===== config.mk =====
export PLATFORM = sky130hd
export DESIGN_NAME = tqtp_list
export DESIGN_NICKNAME = d
export VERILOG_FILES = /design/src/rtl/tqtp_pkg.sv /design/src/rtl/tqtp_cell.sv /design/src/rtl/tqtp_list.sv
export SDC_FILE = /design/constraint.sdc
export NUM_CORES = 2
export LEC_CHECK = 0
export ABC_AREA = 1
export BUFFER_PORTS_ARGS = -buffer_cell sky130_fd_sc_hd__buf_2
export CAP_MARGIN = 0
export CORE_MARGIN = 4
export CORE_UTILIZATION = 35
export CTS_CLUSTER_DIAMETER = 100
export DETAILED_ROUTE_END_ITERATION = 7
export HOLD_SLACK_MARGIN = 0.06
export PLACE_DENSITY = 0.59
export SYNTH_ARGS = -nofsm -noshare
export SYNTH_HDL_FRONTEND = slang
export SYNTH_HIERARCHICAL = 1
export SYNTH_SLANG_ARGS = --single-unit

===== constraint.sdc =====
create_clock -name i_clk -period 9.6 [get_ports i_clk]
set_input_delay 1.92 -clock i_clk [delete_from_list [all_inputs] [get_ports i_clk]]
set_output_delay 1.92 -clock i_clk [all_outputs]
set_load 0.01 [all_outputs]

===== src/rtl/tqtp_pkg.sv =====
// Shared types and codes for the two-period timeout queue.
package tqtp_pkg;

    localparam int SLOT_W = 4;
    localparam int TICK_W = 64;

    typedef enum logic [1:0] {
        KIND_SET   = 2'd0,
        KIND_TIMER = 2'd1,
        KIND_SCHED = 2'd2,
        KIND_NONE  = 2'd3
    } t_kind;

    typedef enum logic [1:0] {
        EV_EXPIRED = 2'd0,
        EV_ONESHOT = 2'd1,
        EV_ELAPSED = 2'd2,
        EV_EMPTY   = 2'd3
    } t_event_res;

    typedef enum logic [1:0] {
        CMD_HOLD   = 2'd0,
        CMD_INSERT = 2'd1,
        CMD_REMOVE = 2'd2,
        CMD_POP    = 2'd3
    } t_cell_cmd;

    typedef enum logic [2:0] {
        ST_IDLE,
        ST_SET_INS,
        ST_CHECK,
        ST_FLUSH,
        ST_ADVANCE,
        ST_EXPIRE,
        ST_SCHED
    } t_state;

    typedef struct packed {
        logic [1:0]        kind;
        logic [SLOT_W-1:0] slot;
        logic [TICK_W-1:0] duration;
        logic [TICK_W-1:0] timer_value;
    } t_in_beat;

    typedef struct packed {
        logic [1:0]        event_res;
        logic [SLOT_W-1:0] expired_slot;
        logic [TICK_W-1:0] value;
        logic              last;
    } t_out_beat;

    typedef struct packed {
        logic              vld;
        logic [SLOT_W-1:0] slot;
        logic [TICK_W-1:0] end_t;
    } t_entry;

    typedef struct packed {
        t_cell_cmd         cmd;
        logic [SLOT_W-1:0] slot;
        logic [TICK_W-1:0] end_t;
    } t_list_op;

endpackage


===== src/rtl/tqtp_cell.sv =====
// One list cell: holds one sorted entry and trades it with its neighbors.
module tqtp_cell (
    input  logic              i_clk,
    input  logic              i_rst_n,
    input  tqtp_pkg::t_list_op i_op,
    input  tqtp_pkg::t_entry  i_left,
    input  logic              i_left_lt,
    input  tqtp_pkg::t_entry  i_right,
    input  logic              i_hit,
    output tqtp_pkg::t_entry  o_entry,
    output logic              o_lt,
    output logic              o_hit
);
    import tqtp_pkg::*;

    logic              r_vld;
    logic [SLOT_W-1:0] r_slot;
    logic [TICK_W-1:0] r_end;
    t_entry            n_entry;
    logic              hit_here;

    assign o_entry  = '{vld: r_vld, slot: r_slot, end_t: r_end};
    assign o_lt     = r_vld && (r_end < i_op.end_t);
    assign hit_here = i_hit || (r_vld && (r_slot == i_op.slot));
    assign o_hit    = hit_here;

    always_comb begin
        n_entry = o_entry;
        case (i_op.cmd)
            CMD_INSERT: begin
                if (!o_lt) begin
                    if (i_left_lt) begin
                        n_entry = '{vld: 1'b1, slot: i_op.slot, end_t: i_op.end_t};
                    end else begin
                        n_entry = i_left;
                    end
                end
            end
            CMD_REMOVE: begin
                if (hit_here) begin
                    n_entry = i_right;
                end
            end
            CMD_POP:  n_entry = i_right;
            default:  n_entry = o_entry;
        endcase
    end

    always_ff @(posedge i_clk) begin
        if (!i_rst_n) begin
            r_vld <= 1'b0;
        end else begin
            r_vld <= n_entry.vld;
        end
    end

    always_ff @(posedge i_clk) begin
        r_slot <= n_entry.slot;
        r_end  <= n_entry.end_t;
    end

endmodule


===== src/rtl/tqtp_list.sv =====
// Row of cells forming one end-time sorted list.
module tqtp_list #(
    parameter int NUM_SLOTS = 16
) (
    input  logic               i_clk,
    input  logic               i_rst_n,
    input  tqtp_pkg::t_list_op i_op,
    output tqtp_pkg::t_entry   o_head
);
    import tqtp_pkg::*;

    t_entry w_ent [NUM_SLOTS];
    logic   w_lt  [NUM_SLOTS];
    logic   w_hit [NUM_SLOTS+1];

    assign w_hit[0] = 1'b0;
    assign o_head   = w_ent[0];

    for (genvar g = 0; g < NUM_SLOTS; g++) begin : g_cell
        t_entry left_e;
        t_entry right_e;
        logic   left_lt;
        if (g == 0) begin : g_first
            assign left_e  = '0;
            assign left_lt = 1'b1;
        end else begin : g_mid
            assign left_e  = w_ent[g-1];
            assign left_lt = w_lt[g-1];
        end
        if (g == NUM_SLOTS - 1) begin : g_tail
            assign right_e = '0;
        end else begin : g_body
            assign right_e = w_ent[g+1];
        end
        tqtp_cell u_cell (
            .i_clk     (i_clk),
            .i_rst_n   (i_rst_n),
            .i_op      (i_op),
            .i_left    (left_e),
            .i_left_lt (left_lt),
            .i_right   (right_e),
            .i_hit     (w_hit[g]),
            .o_entry   (w_ent[g]),
            .o_lt      (w_lt[g]),
            .o_hit     (w_hit[g+1])
        );
    end

endmodule


== Word level (Yosys, flattened, before mapping) ==
Cells that the tools add are included.
Cells by class
  reduce and logical (&&, ||, !) cells: 64
  div/mod/pow operators: 0
  shift operators: 0
  multiply operators: 0
  muxes and demuxes: 63
  $lt $le $gt $ge: 16
  add/subtract/negate cells: 0
  equal/unequal tests: 51
  bitwise logic cells: 0
Operators with widths (count)
  one-hot mux 69 bit (3 select lines): 16
  2-to-1 mux 69 bit: 47
  less-than comparator 64 bit: 16
  == test 4 bit: 16
  AND reduction 3 bit: 16
  logical AND 1 bit: 32
  inequality test 2 x 1 -> 1 bit (second input constant): 16
  inequality test 2 bit (second input constant): 16
  logical OR 1 bit: 15
  == test 2 bit (second input constant): 2
  nonzero test 3 bit: 1
  == test 2 x 1 -> 1 bit (second input constant): 1
Word-level totals
  memory bits (writable): 0
  bits in registers: 1104
  input bits: 72
  bits in read-only memories: 0
  memories kept: 0
  word-level logic and storage cells: 242
  output and inout bits: 69
  latch bits: 0

== Logic depth before layout (Yosys ltp) ==
  word-level depth: 19
  depth in mapped cells: 24
  depth with buffers taken out: 24

== Modules after synthesis ==
The synthesis kept the hierarchy.
By module, submodules not included
  tqtp_cell: cells each 666, area each 5187.5 um^2, seq. area each 2062.0 um^2, times used 16
  tqtp_list: cells each 2, area each 7.5 um^2, seq. area each 0.0 um^2, times used 1

== Least setup slack after synthesis ==
OpenSTA, ideal clock, no wires.
  path type: input to register
  from: input i_op[67] (netlist bit)
  to: register g_cell[15].u_cell.r_end[0] (enable)
  arrival: 5.872 ns
  stages on the path: 23
  required time: 9.178 ns
  path buffers: 0
  path slack: 3.306 ns
  cell sequence: xor2_1 nor2_1 nand3_1 o21bai_1 o21bai_1 o21bai_1 o21bai_1 o21bai_1 o21bai_1 o21bai_1 o21bai_1 o21bai_1 o21bai_1 o21bai_1 o21bai_1 o21bai_1 o21bai_1 o21bai_1 o21bai_1 nand2_1 nand2_1 nand2_1 inv_1
RTL lines
  start, declared: line tqtp_list.sv:7  | input tqtp_pkg::t_list_op i_op,
  end signal, assigned: line tqtp_cell.sv:59  | r_end <= n_entry.end_t;
  end, declared: line tqtp_cell.sv:18  | logic [TICK_W-1:0] r_end;

==> key figures <==
Critical path
  • Setup crit end kind: register
  • Most used cell, CP: o21bai_1
  • Worst path slowest cell: inv_2
  • Reg-to-reg setup timing slack: 4.10 ns
  • Worst endpoint required time: approximately 10 ns
  • CP peak stage delay: ~0.85 ns
  • CP startpoint kind: primary input
  • Critical Path, Cell by Cell: buf_2 -> buf_4 -> xor2_1 -> nor2_1 -> nand3_1 -> o21bai_1 -> o21bai_1 -> o21bai_1 -> o21bai_1 -> o21bai_1 -> o21bai_1 -> o21bai_1 -> o21bai_1 -> o21bai_1 -> o21bai_1 -> o21bai_1 -> o21bai_1 -> o21bai_1 -> o21bai_1 -> nand2_1 -> nand2_1 -> nand2_1 -> inv_2 -> buf_4
  • Data arrival, critical path: 6.98 ns
  • CP max FO: 45
  • Critical path class: primary input to register
  • Cell count of the worst reg-to-reg path: 23

STA
  • Final hold vios: 0
  • Slack of the critical path: 3.047 ns
  • Fin crit period: roughly 6.6 ns
  • Worst rel slew slack: between 10% and 20%
  • Period utilization: 68.26%
  • Achievable Freq: about 150 MHz
  • Worst slew pin tran: about 1.3 ns
  • Final setup vio count: 0
  • Clock Skews: 0.02509 ns
  • Pins Over Slew Limit: 0
  • Smallest hold slack: ~0.6 ns
  • Final TNS setup: 0 ns
  • RSZ-0062 raised after global routing: no

Clock network
  • CTS root buf: clkbuf_16
  • CTS tree: yes
  • Cts bufs inserted: ~140
  • Reg clk slew, reported paths: around 0.06 ns
  • Clk buf depth: 3
  • Hold_buf cts: 0
  • Setup bufs post-CTS: 0
  • H-tree levels: 4
  • Gates resized, CTS repair: 0
  • CTS sink cnt: between 1000 and 1500
  • Clk_lat worst skew: about 0.77 ns

Power and ir drop
  • Overall power: 17.26 mW
  • Net Switching: around 6 mW
  • Sw Share: a little over a third
  • Share of power burned in registers: between 40% and 50%
  • Int Pwr: between 10 and 15 mW
  • Clock power share: just under 30%
  • Lkg Pwr: 43.41 nW
  • Comb power frac: a little over a quarter
  • Maximum VDD drop: ~0.00013 V
  • Power Density: between 150 and 200 nW/um2

Floorplan
  • Initial Util: about a third
  • I/O pin cnt: roughly 140
  • Core area: roughly 240000 um2
  • DIE AREA: ~240000 um2
  • Die Span X: 495.0 um
  • Die H: roughly 500 um
  • Cell row count: between 150 and 200

Routing
  • Drt wl/cell: about 18 um
  • DRT Pass-1 Iters: 6
  • Routed Antenna Nets: 0
  • DR vias/cell: about 5.3
  • Total wire length: 249500 um
  • Routed via count: roughly 73000
  • Drt drc: 0
  • Initial drt markers: 4970

Global routing
  • Total track usage: approximately a fifth
  • First-pass GRT wire length: ~400000 um
  • Vias in the first global route: ~75000
  • Total grt overflow: 0
  • Initial antenna violation count: 10
  • Largest net degree at the start of global routing: about 210

Placed design
  • Dpl cells: 13690
  • PortBufs: 140
  • DP Wirelength: 183800 um
  • Placed cell area: 86840 um2
  • Post-Place Setup Slack: roughly 2.3 ns
  • GPL Wtd Cong: 0.8486

Layout
  • Area grow syn2layout: 9.761%
  • Layout Cells excl Fill: 13930
  • Nets: 11760
  • Layout cells sized above 1: 5.657%
  • Final core utilization: 38.66%
  • Post-route cell area: ~91000 um2
  • # fillers: between 20000 and 25000

Yosys
  • Post-Syn Area per Cell: 7.788 um2
  • Synth Cell Area: approximately 83000 um2
  • Synth Instances: roughly 11000
  • Synthesis Warnings: 6

Outcome
  • Status: finished, final reports clean

Hold path
  • Hold Path Depth: 2
  • Hold Path Class: register to register

Flow run
  • Total of max-cap violations: 0
cells in the final DEF (no fill, tap or decap):
master      instances
nor2_2             32
clkinv_1           31
buf_2             139
clkbuf_8            5
o22ai_1            16
o21bai_1           16
clkbuf_16         143
nand4_1            32
buf_8               1
diode_2             1
and2_2             15
buf_12              2
o211ai_1           32
clkbuf_1           34
o21ai_0           128
conb_1            140
o21a_1             16
nand3_2            64
inv_1            1312
a31o_2             16
a21oi_1          2592
xnor2_1            32
bufinv_16           8
inv_6               2
a31oi_1            16
clkinv_2           22
edfxtp_1         1088
and2_1             16
nor3_1             32
nand3_1           144
and3_1             32
buf_4              97
nor2_1           1344
inv_2              63
dfxtp_1            16
xor2_1             32
ha_1             1008
nand2_1          2064
clkinvlp_4          1
power by group through the flow:
| stage | sequential, mW | combinational, mW | clock, mW |
|---|---|---|---|
| floorplan | 7.14 | 3.42 | 0 |
| global placement | 7.57 | 4.40 | 0 |
| detailed placement | 7.57 | 4.66 | 0 |
| CTS | 7.48 | 4.68 | 5.23 |
| global route | 7.56 | 5.43 | 5.43 |
| finish | 7.46 | 4.71 | 5.09 |
layer usage:
metal / track usage (%) / wire length [um]
met1: 24.03 / 104900
met2: 36.48 / 129300
met3: 2.023 / 9399
met4: 5.767 / 5912
met5: 0 / 0
flip-flops by register name, summed over array words and instances (netlist names):
name / cells
g_cell.u_cell/r_slot: 64
g_cell.u_cell/r_end: 1024
g_cell.u_cell/r_vld: 16
worst paths after layout:
path	from	end
hold reg to reg	g_cell[15].u_cell/r_end[3]$_DFFE_PP_	g_cell[14].u_cell/r_end[3]$_DFFE_PP_
hold / removal	g_cell[15].u_cell/r_end[3]$_DFFE_PP_	g_cell[14].u_cell/r_end[3]$_DFFE_PP_
setup reg to reg	g_cell[0].u_cell/r_slot[3]$_DFFE_PP_	g_cell[14].u_cell/r_end[55]$_DFFE_PP_
setup / recovery	i_op[67]	g_cell[14].u_cell/r_end[55]$_DFFE_PP_
final cells by class:
type,count,area [um2],area share [%]
antenna,1,2.502,0.002747
clock buffer,182,3775,4.144
clock inverter,63,488.0,0.5356
inverter,1376,5165,5.669
multi-input combinational,7819,43260,47.48
sequential,1104,32990,36.21
tap,3150,3941,4.326
timing repair buffer,239,1479,1.623
critical path: cells and delay by family:
family	cells	cell delay [ns]
AO/OA/AOI/OAI	14	2.52
XOR/XNOR	1	0.13
buffers and inverters	4	1.85
AND/OR/NAND/NOR	5	0.54
(Power assumes the default switching activity.)
